==> src/rtl/frw_pkg.sv <==
// Package for the framebuffer rectangle writer.
// Holds the configuration record, register indexes, draw modes and field widths.
// No dependencies.
package frw_pkg;

  // Fixed field widths
  localparam int PITCH_W   = 14;
  localparam int BPP_W     = 3;
  localparam int ORIGIN_W  = 12;
  localparam int EXTENT_W  = 13;
  localparam int MODE_W    = 2;
  localparam int COLOR_W   = 24;
  localparam int CHAN_W    = 8;
  localparam int OUT_ADDR_W = 26;
  localparam int PADDR_W   = 5;
  localparam int PDATA_W   = 32;

  // Gray level that marks a transparent pixel
  localparam logic [CHAN_W-1:0] TRANSPARENT_LEVEL = 8'd1;

  // Draw modes; the unused code falls back to solid fill
  localparam logic [MODE_W-1:0] MODE_FILL = 2'd0;
  localparam logic [MODE_W-1:0] MODE_GRAY = 2'd1;
  localparam logic [MODE_W-1:0] MODE_BGR  = 2'd2;

  // Register map, one word per register
  typedef enum logic [2:0] {
    REG_ROW_PITCH,
    REG_BYTES_PER_PIXEL,
    REG_ORIGIN_X,
    REG_ORIGIN_Y,
    REG_RECT_WIDTH,
    REG_RECT_HEIGHT,
    REG_DRAW_MODE,
    REG_FILL_COLOR
  } reg_index_t;

  // Configuration record shared by all stages
  typedef struct packed {
    logic [PITCH_W-1:0]  row_pitch;
    logic [BPP_W-1:0]    bytes_per_pixel;
    logic [ORIGIN_W-1:0] origin_x;
    logic [ORIGIN_W-1:0] origin_y;
    logic [EXTENT_W-1:0] rect_width;
    logic [EXTENT_W-1:0] rect_height;
    logic [MODE_W-1:0]   draw_mode;
    logic [COLOR_W-1:0]  fill_color;
  } cfg_t;

endpackage

==> src/rtl/frw_walker.sv <==
// Rectangle walker: column and row counters plus the input stage register.
// Depends on frw_pkg.
module frw_walker import frw_pkg::*; #(
  parameter int COORD_BITS = 12
) (
  input  logic                  clk,
  input  logic                  rst,
  input  cfg_t                  cfg,
  input  logic                  cfg_write,
  input  logic                  in_valid,
  output logic                  in_stall,
  input  logic [CHAN_W-1:0]     src_blue,
  input  logic [CHAN_W-1:0]     src_green,
  input  logic [CHAN_W-1:0]     src_red,
  output logic                  s1_valid,
  input  logic                  s1_ready,
  output logic [CHAN_W-1:0]     s1_blue,
  output logic [CHAN_W-1:0]     s1_green,
  output logic [CHAN_W-1:0]     s1_red,
  output logic [((ORIGIN_W > COORD_BITS) ? ORIGIN_W : COORD_BITS):0] s1_row_term,
  output logic [((ORIGIN_W > COORD_BITS) ? ORIGIN_W : COORD_BITS):0] s1_col_term,
  output logic                  s1_done
);

  localparam int EXT_W  = (COORD_BITS + 1 > EXTENT_W) ? COORD_BITS + 1 : EXTENT_W;
  localparam int TERM_W = ((ORIGIN_W > COORD_BITS) ? ORIGIN_W : COORD_BITS) + 1;
  localparam logic [EXT_W-1:0] LIMIT = (EXT_W)'(1) << COORD_BITS;

  logic [COORD_BITS-1:0] column_count, column_count_next;
  logic [COORD_BITS-1:0] row_count, row_count_next;
  logic [COORD_BITS-1:0] last_col, last_row, dest_row;
  logic [EXT_W-1:0]      width_ext, height_ext;
  logic                  col_end, row_end, accept;

  // Clamp the extents to one through the counter range
  always_comb begin
    width_ext  = (EXT_W)'(cfg.rect_width);
    height_ext = (EXT_W)'(cfg.rect_height);
    if (width_ext == '0) begin
      last_col = '0;
    end else if (width_ext > LIMIT) begin
      last_col = '1;
    end else begin
      last_col = (COORD_BITS)'(width_ext - (EXT_W)'(1));
    end
    if (height_ext == '0) begin
      last_row = '0;
    end else if (height_ext > LIMIT) begin
      last_row = '1;
    end else begin
      last_row = (COORD_BITS)'(height_ext - (EXT_W)'(1));
    end
  end

  assign col_end  = column_count >= last_col;
  assign row_end  = row_count >= last_row;
  assign in_stall = s1_valid && !s1_ready;
  assign accept   = in_valid && !in_stall;

  // Flip rows for the bottom-up copy in BGR mode
  always_comb begin
    if (cfg.draw_mode == MODE_BGR) begin
      dest_row = (row_count > last_row) ? '0 : last_row - row_count;
    end else begin
      dest_row = row_count;
    end
  end

  // Advance the counters; a register write restarts the rectangle
  always_comb begin
    column_count_next = column_count;
    row_count_next    = row_count;
    if (cfg_write) begin
      column_count_next = '0;
      row_count_next    = '0;
    end else if (accept) begin
      if (col_end) begin
        column_count_next = '0;
        row_count_next    = row_end ? '0 : row_count + (COORD_BITS)'(1);
      end else begin
        column_count_next = column_count + (COORD_BITS)'(1);
      end
    end
  end

  always_ff @(posedge clk) begin
    if (rst) begin
      column_count <= '0;
      row_count    <= '0;
    end else begin
      column_count <= column_count_next;
      row_count    <= row_count_next;
    end
  end

  // Stage valid: set on an accepted beat, drop when taken
  always_ff @(posedge clk) begin
    if (rst) begin
      s1_valid <= 1'b0;
    end else if (accept) begin
      s1_valid <= 1'b1;
    end else if (s1_ready) begin
      s1_valid <= 1'b0;
    end
  end

  // Capture the beat and its coordinate terms
  always_ff @(posedge clk) begin
    if (accept) begin
      s1_blue     <= src_blue;
      s1_green    <= src_green;
      s1_red      <= src_red;
      s1_row_term <= (TERM_W)'(cfg.origin_y) + (TERM_W)'(dest_row);
      s1_col_term <= (TERM_W)'(cfg.origin_x) + (TERM_W)'(column_count);
      s1_done     <= col_end && row_end;
    end
  end

  // Counters stay inside the rectangle
  a_counters_in_range: assert property (@(posedge clk) disable iff (rst)
    column_count <= last_col && row_count <= last_row)
    else $error("walker counter beyond rectangle extent");

  // The last pixel returns the walk to the origin
  a_done_wraps: assert property (@(posedge clk) disable iff (rst)
    accept && col_end && row_end |=> column_count == '0 && row_count == '0)
    else $error("walker did not restart after last pixel");

  // A stalled stage keeps its beat
  a_stage_holds: assert property (@(posedge clk) disable iff (rst)
    s1_valid && !s1_ready |=> s1_valid && $stable(s1_row_term) && $stable(s1_col_term))
    else $error("walker stage lost a stalled beat");

endmodule

==> src/rtl/frw_pixel.sv <==
// Pixel stage: byte address and color bytes, held in the result register.
// Depends on frw_pkg.
module frw_pixel import frw_pkg::*; #(
  parameter int ADDR_BITS  = 26,
  parameter int COORD_BITS = 12
) (
  input  logic                  clk,
  input  logic                  rst,
  input  cfg_t                  cfg,
  input  logic                  s1_valid,
  output logic                  s1_ready,
  input  logic [CHAN_W-1:0]     s1_blue,
  input  logic [CHAN_W-1:0]     s1_green,
  input  logic [CHAN_W-1:0]     s1_red,
  input  logic [((ORIGIN_W > COORD_BITS) ? ORIGIN_W : COORD_BITS):0] s1_row_term,
  input  logic [((ORIGIN_W > COORD_BITS) ? ORIGIN_W : COORD_BITS):0] s1_col_term,
  input  logic                  s1_done,
  output logic                  out_valid,
  input  logic                  out_stall,
  output logic [OUT_ADDR_W-1:0] byte_address,
  output logic [CHAN_W-1:0]     out_blue,
  output logic [CHAN_W-1:0]     out_green,
  output logic [CHAN_W-1:0]     out_red,
  output logic                  write_enable,
  output logic                  rect_done
);

  localparam int TERM_W = ((ORIGIN_W > COORD_BITS) ? ORIGIN_W : COORD_BITS) + 1;
  localparam int RP_W   = TERM_W + PITCH_W;
  localparam int CP_W   = TERM_W + BPP_W;
  localparam int W0     = (RP_W > CP_W) ? RP_W : CP_W;
  localparam int W1     = (W0 > ADDR_BITS) ? W0 : ADDR_BITS;
  localparam int SUM_W  = ((W1 > OUT_ADDR_W) ? W1 : OUT_ADDR_W) + 1;
  localparam logic [SUM_W-1:0] ADDR_MASK = {SUM_W{1'b1}} >> (SUM_W - ADDR_BITS);

  logic [RP_W-1:0]   row_prod;
  logic [CP_W-1:0]   col_prod;
  logic [SUM_W-1:0]  addr_sum, addr_wrap;
  logic [CHAN_W-1:0] blue, green, red;
  logic              wen, take;

  // Row offset and pixel offset, wrapped at the address width
  always_comb begin
    row_prod  = (RP_W)'(s1_row_term) * (RP_W)'(cfg.row_pitch);
    col_prod  = (CP_W)'(s1_col_term) * (CP_W)'(cfg.bytes_per_pixel);
    addr_sum  = (SUM_W)'(row_prod) + (SUM_W)'(col_prod);
    addr_wrap = addr_sum & ADDR_MASK;
  end

  // Pick the color bytes by mode
  always_comb begin
    wen = 1'b1;
    unique case (cfg.draw_mode)
      MODE_GRAY: begin
        blue  = s1_blue;
        green = s1_blue;
        red   = s1_blue;
        wen   = s1_blue != TRANSPARENT_LEVEL;
      end
      MODE_BGR: begin
        blue  = s1_blue;
        green = s1_green;
        red   = s1_red;
      end
      default: begin
        blue  = cfg.fill_color[7:0];
        green = cfg.fill_color[15:8];
        red   = cfg.fill_color[23:16];
      end
    endcase
  end

  assign s1_ready = !out_valid || !out_stall;
  assign take     = s1_valid && s1_ready;

  // Result valid: set on a taken beat, drop when delivered
  always_ff @(posedge clk) begin
    if (rst) begin
      out_valid <= 1'b0;
    end else if (take) begin
      out_valid <= 1'b1;
    end else if (!out_stall) begin
      out_valid <= 1'b0;
    end
  end

  // Load the result register
  always_ff @(posedge clk) begin
    if (take) begin
      byte_address <= addr_wrap[OUT_ADDR_W-1:0];
      out_blue     <= blue;
      out_green    <= green;
      out_red      <= red;
      write_enable <= wen;
      rect_done    <= s1_done;
    end
  end

  // A skipped pixel is always a keyed gray level
  a_skip_is_key: assert property (@(posedge clk) disable iff (rst)
    out_valid && !write_enable |->
      out_blue == TRANSPARENT_LEVEL && out_green == out_blue && out_red == out_blue)
    else $error("pixel skipped without transparency key");

  // A new result comes only from a filled input stage
  a_result_source: assert property (@(posedge clk) disable iff (rst)
    $rose(out_valid) |-> $past(s1_valid))
    else $error("result appeared without a staged beat");

  // Address bits above the wrap width stay clear
  a_addr_wrap: assert property (@(posedge clk) disable iff (rst)
    take |-> (addr_wrap & ~ADDR_MASK) == '0)
    else $error("address escaped its wrap width");

endmodule

==> src/rtl/framebuffer_rect_writer_top.sv <==
// Framebuffer rectangle writer: beats pass the input stage register, then the result register.
// One pixel per cycle without out_stall; counters and address multiply stage pipeline freely.
// Reset (synchronous, active high) restores register defaults and starts at the origin.
// Any register write also restarts the walk at the rectangle origin.
// Top level: APB register file and the two pipeline stages. Depends on frw_pkg,
// frw_walker and frw_pixel.
module framebuffer_rect_writer_top import frw_pkg::*; #(
  parameter int ADDR_BITS  = 26,
  parameter int COORD_BITS = 12
) (
  input  logic                  clk,
  input  logic                  rst,
  input  logic                  psel,
  input  logic                  penable,
  input  logic                  pwrite,
  input  logic [PADDR_W-1:0]    paddr,
  input  logic [PDATA_W-1:0]    pwdata,
  output logic [PDATA_W-1:0]    prdata,
  output logic                  pready,
  input  logic                  in_valid,
  output logic                  in_stall,
  input  logic [CHAN_W-1:0]     src_blue,
  input  logic [CHAN_W-1:0]     src_green,
  input  logic [CHAN_W-1:0]     src_red,
  output logic                  out_valid,
  input  logic                  out_stall,
  output logic [OUT_ADDR_W-1:0] byte_address,
  output logic [CHAN_W-1:0]     out_blue,
  output logic [CHAN_W-1:0]     out_green,
  output logic [CHAN_W-1:0]     out_red,
  output logic                  write_enable,
  output logic                  rect_done
);

  localparam int TERM_W = ((ORIGIN_W > COORD_BITS) ? ORIGIN_W : COORD_BITS) + 1;

  cfg_t              cfg;
  logic              cfg_write;
  reg_index_t        reg_sel;
  logic              s1_valid, s1_ready, s1_done;
  logic [CHAN_W-1:0] s1_blue, s1_green, s1_red;
  logic [TERM_W-1:0] s1_row_term, s1_col_term;

  assign pready    = 1'b1;
  assign cfg_write = psel && penable && pwrite && pready;
  assign reg_sel   = reg_index_t'(paddr[4:2]);

  // Register writes
  always_ff @(posedge clk) begin
    if (rst) begin
      cfg.row_pitch       <= 14'd3072;
      cfg.bytes_per_pixel <= 3'd4;
      cfg.origin_x        <= '0;
      cfg.origin_y        <= '0;
      cfg.rect_width      <= 13'd1;
      cfg.rect_height     <= 13'd1;
      cfg.draw_mode       <= MODE_FILL;
      cfg.fill_color      <= '0;
    end else if (cfg_write) begin
      unique case (reg_sel)
        REG_ROW_PITCH:       cfg.row_pitch       <= pwdata[PITCH_W-1:0];
        REG_BYTES_PER_PIXEL: cfg.bytes_per_pixel <= pwdata[BPP_W-1:0];
        REG_ORIGIN_X:        cfg.origin_x        <= pwdata[ORIGIN_W-1:0];
        REG_ORIGIN_Y:        cfg.origin_y        <= pwdata[ORIGIN_W-1:0];
        REG_RECT_WIDTH:      cfg.rect_width      <= pwdata[EXTENT_W-1:0];
        REG_RECT_HEIGHT:     cfg.rect_height     <= pwdata[EXTENT_W-1:0];
        REG_DRAW_MODE:       cfg.draw_mode       <= pwdata[MODE_W-1:0];
        REG_FILL_COLOR:      cfg.fill_color      <= pwdata[COLOR_W-1:0];
      endcase
    end
  end

  // Register reads
  always_comb begin
    unique case (reg_sel)
      REG_ROW_PITCH:       prdata = (PDATA_W)'(cfg.row_pitch);
      REG_BYTES_PER_PIXEL: prdata = (PDATA_W)'(cfg.bytes_per_pixel);
      REG_ORIGIN_X:        prdata = (PDATA_W)'(cfg.origin_x);
      REG_ORIGIN_Y:        prdata = (PDATA_W)'(cfg.origin_y);
      REG_RECT_WIDTH:      prdata = (PDATA_W)'(cfg.rect_width);
      REG_RECT_HEIGHT:     prdata = (PDATA_W)'(cfg.rect_height);
      REG_DRAW_MODE:       prdata = (PDATA_W)'(cfg.draw_mode);
      REG_FILL_COLOR:      prdata = (PDATA_W)'(cfg.fill_color);
    endcase
  end

  frw_walker #(
    .COORD_BITS (COORD_BITS)
  ) u_walker (
    .clk         (clk),
    .rst         (rst),
    .cfg         (cfg),
    .cfg_write   (cfg_write),
    .in_valid    (in_valid),
    .in_stall    (in_stall),
    .src_blue    (src_blue),
    .src_green   (src_green),
    .src_red     (src_red),
    .s1_valid    (s1_valid),
    .s1_ready    (s1_ready),
    .s1_blue     (s1_blue),
    .s1_green    (s1_green),
    .s1_red      (s1_red),
    .s1_row_term (s1_row_term),
    .s1_col_term (s1_col_term),
    .s1_done     (s1_done)
  );

  frw_pixel #(
    .ADDR_BITS  (ADDR_BITS),
    .COORD_BITS (COORD_BITS)
  ) u_pixel (
    .clk          (clk),
    .rst          (rst),
    .cfg          (cfg),
    .s1_valid     (s1_valid),
    .s1_ready     (s1_ready),
    .s1_blue      (s1_blue),
    .s1_green     (s1_green),
    .s1_red       (s1_red),
    .s1_row_term  (s1_row_term),
    .s1_col_term  (s1_col_term),
    .s1_done      (s1_done),
    .out_valid    (out_valid),
    .out_stall    (out_stall),
    .byte_address (byte_address),
    .out_blue     (out_blue),
    .out_green    (out_green),
    .out_red      (out_red),
    .write_enable (write_enable),
    .rect_done    (rect_done)
  );

endmodule

==> config.mk <==
export PLATFORM = sky130hd
export DESIGN_NAME = framebuffer_rect_writer_top
export DESIGN_NICKNAME = d
export VERILOG_FILES = /design/src/rtl/frw_pkg.sv /design/src/rtl/frw_walker.sv /design/src/rtl/frw_pixel.sv /design/src/rtl/framebuffer_rect_writer_top.sv
export SDC_FILE = /design/constraint.sdc
export NUM_CORES = 1
export LEC_CHECK = 0
export ABC_AREA = 1
export BUFFER_PORTS_ARGS = -buffer_cell sky130_fd_sc_hd__buf_2
export CAP_MARGIN = 5
export CORE_MARGIN = 8
export CORE_UTILIZATION = 39
export CTS_BUF_LIST = sky130_fd_sc_hd__clkbuf_2
export DETAILED_ROUTE_END_ITERATION = 12
export HOLD_SLACK_MARGIN = 0.12
export PLACE_DENSITY = 0.58
export SYNTH_ARGS = -nofsm -noshare
export SYNTH_HDL_FRONTEND = slang
export SYNTH_SLANG_ARGS = --single-unit
==> constraint.sdc <==
create_clock -name clk -period 9.1 [get_ports clk]
set_input_delay 0 -clock clk [delete_from_list [all_inputs] [get_ports clk]]
set_output_delay 0 -clock clk [all_outputs]
set_load 0.1 [all_outputs]
==> qor.yml <==
drive_gt1_share_pct: 11.4
cap_violations: 0
num_io_pins: 155
r2r_end: "u_pixel.byte_address[25]$_DFFE_PP_"
fmax_mhz: 166
crit_path_max_fanout: 15
path_buf_inv: 4
grt_pass1_vias: 17300
postRouteAntennaNets: 0
syn_inst: 2424
ir_drop_mv: 0.0875
routedWlPerCell_um: 16.8
yosysSeqAreaShare_pct: 28.3
initial_utilization_pct: 39.5
nets: 3057
fin_cells: 3383
powerDensity_nw_per_um2: 115
grt_usage_pct: 19.8
arrival_ns: 6.60
coreArea_um2: 49000
clockBufferDepth: 3
clk_pin_slew_ns: 0.10
cts_tree: "yes"
htreeDepth: 2
status: "finished clean"
ys_ff_latch: 222
fin_util_pct: 45.4
synth_common_cells: "nand2_1 (514), inv_1 (463), nor2_1 (218), fa_1 (171), ha_1 (147)"
ys_types: 51
gp_congestion: 0.903
p_leak_nw: 11.4
yosys.area.top_type_share_pct: 17.7
finalWirelength_um: 56700
async_flop_share_pct: 0
grt_pass1_wl_um: 90400
area.growth.synth_to_final_pct: 15.0
portBuffers: 135
die-area_um2: 56900
avgSynthCellArea_um2: 7.97
die_w_um: 239
synth_ff_type: "dfxtp_1"
ff2ff_setup_slack_ns: 3.07
yosys.area.top_type: "fa_1"
hold_depth: 6
synth_area_leaders: "fa_1 (18%), edfxtp_1 (16%), dfxtp_1 (12%), nand2_1 (10%), ha_1 (9.5%)"
tns_ns: 0
overflow: 0
clock_skew_ns: 0.137
hold_path_class: "primary input to register"
path_delay_family: "adder cells"
slew_headroom_pct: 26.3
hold_viol: 0
numCtsBuffers: 58
post-synth-top-count-cell: "nand2_1"
dp_hpwl_um: 43100
pre_cts_ws_ns: 3.17
firstDrtPassIters: 7
drt_iter0_drc: 1146
fin_crit_ns: 6.03
cts_root_buf: "clkbuf_2"
grt_setup_unrepaired: "false"
synth_edf_count: 103
cp_slowest_cell: "dfxtp_1"
critPathMaxStageDelay_ns: 0.89
required_ns: 9.67
min_period_over_period_pct: 66.2
cpMostUsedCell: "fa_1"
ys_warn_count: 0
via_count: 16800
slew_violations: 0
end_kind: "register"
tightest_slew_ns: 1.11
detail_route.vias_per_cell: 4.96
post-place-cells: 3152
cts.sink_count: 222
setup_ws_ns: 3.07
clock_latency_ns: 0.94
grt_max_degree: 93
setup-violations-final: 0
min-delay-start: "paddr[3]"
antenna_found_initial: 3
r2r-start: "cfg[82]$_SDFFE_PP0P_"
dieHeight_um: 239
whs_endpoint: "cfg[24]$_SDFFE_PP0P_"
start_kind: "register"
syn_area_um2: 19300
r2r_cells: 20
crit_chain: "nand2_1 > fa_1 > inv_1 > fa_1 > fa_1 > fa_1 > fa_1 > inv_1 > fa_1 > inv_1 > ha_1 > nand2_1 > nor2_1 > inv_1 > nor2_1 > nand2_1 > nand3_1 > nand2_1 > nand3_1 > nand2_1"
crit_type: "register to register"
drc: 0
row_count: 81
p_total_mw: 2.55
through the flow:
| stage | hold slack, ns | cell area, um^2 |
|---|---|---|
| finish | 0.259 | 22200 |
| global route | 0.250 | 22200 |
| CTS | 0.136 | 22200 |
| detailed placement | 0.180 | 20400 |
| global placement | 0.177 | 20400 |
| floorplan | 0.0691 | 19300 |
layout make-up:
type                       count  area [um^2]
inverter                     487         1830
sequential                   222         5480
antenna                        2         5.00
fill                        4935        26700
clock buffer                  81          405
multi-input combinational   1640        11600
tap                          664          831
clock inverter                25          135
timing repair buffer         262         1940
repair_timing:
| item | CTS | global route |
|---|---|---|
| gates resized for setup | 0 | 0 |
| setup buffers | 0 | 0 |
| endpoints found under the hold margin | 195 | 0 |
| hold buffers | 123 | 0 |
sequential cells by signal, summed over array words and instances (netlist names), 12 cells and up:
name / cells
u_walker.s1_col_term: 13
u_walker.column_count: 12
u_walker.s1_row_term: 13
cfg: 93
u_walker.row_count: 12
u_pixel.byte_address: 26
worst reg2reg max path, stage by stage, from the launching register on:
cell     delay [ns]
dfxtp_1        0.89
nand2_1        0.19
fa_1           0.58
inv_1          0.05
fa_1           0.59
fa_1           0.46
fa_1           0.55
fa_1           0.55
inv_1          0.05
fa_1           0.53
inv_1          0.04
ha_1           0.36
nand2_1        0.11
nor2_1         0.19
inv_1          0.08
nor2_1         0.14
nand2_1        0.07
nand3_1        0.11
nand2_1        0.06
nand3_1        0.07
nand2_1        0.05
routing by layer:
metal | up-vias | routed length [um] | track usage, %
met5 | - | 10 | 0
met4 | 2 | 2110 | 8.06
met3 | 131 | 3470 | 3.27
met2 | 518 | 27400 | 34.0
met1 | 7988 | 23800 | 24.6
li1 | 8150 | - | -
cells in the final DEF (no fill, tap or decap), types with 3 or more instances in the layout:
master         instances
inv_1                463
nand3_2                9
nor2_2                 7
xor2_1                34
o21ai_0               82
ha_1                 147
o22ai_1               23
xnor2_1               20
nand3_1               85
nor2_1               217
a31oi_1               12
buf_4                  4
a21oi_1              129
fa_1                 171
a21o_1                 4
conb_1                 9
buf_2                135
dlygate4sd3_1        123
o21a_1                 5
edfxtp_1             103
nor3_1                11
o21ai_1               50
dfxtp_1              119
inv_2                 21
nand4_1               26
nand2_1              514
a21oi_2                7
clkbuf_2              81
nand3b_1               3
clkinv_1              19
clkinv_2               5
nand2_2               10
a22oi_1               20
a211oi_1               3
o21bai_1               6
nor3_2                 7
nor2_4                 5
o21ai_2                7
power by group:
part           total, mW  switching (mW)  internal, mW
combinational      0.703           0.492         0.211
sequential          1.13          0.0392          1.09
clock              0.713           0.438         0.275
total               2.55           0.969          1.58
worst max-delay path by stage:
stage / start / slack (ns) / endpoint / cells past startpoint
detailed placement: cfg[83]$_SDFFE_PP0P_ / 3.17 / u_pixel.byte_address[16]$_DFFE_PP_ / 16
CTS: cfg[87]$_SDFFE_PP0P_ / 3.10 / u_pixel.byte_address[16]$_DFFE_PP_ / 16
floorplan: u_walker.s1_row_term[1]$_DFFE_PP_ / 3.85 / u_pixel.byte_address[25]$_DFFE_PP_ / 21
global route: cfg[91]$_SDFFE_PP0P_ / 2.80 / u_pixel.byte_address[20]$_DFFE_PP_ / 18
finish: cfg[82]$_SDFFE_PP0P_ / 3.07 / u_pixel.byte_address[25]$_DFFE_PP_ / 20
global placement: cfg[83]$_SDFFE_PP0P_ / 3.19 / u_pixel.byte_address[20]$_DFFE_PP_ / 18
cells by family after synthesis:
family / synth area share (%)
AOI/OAI and AO/OA: 10.2
xor gates and xnor gates: 2.45
adders and majority gates: 27.2
buffers and inverters: 11.8
DFF: 28.3
other: 0.0389
and+or+nand+nor: 19.9
No activity file was read; power rests on OpenSTA's default activity.
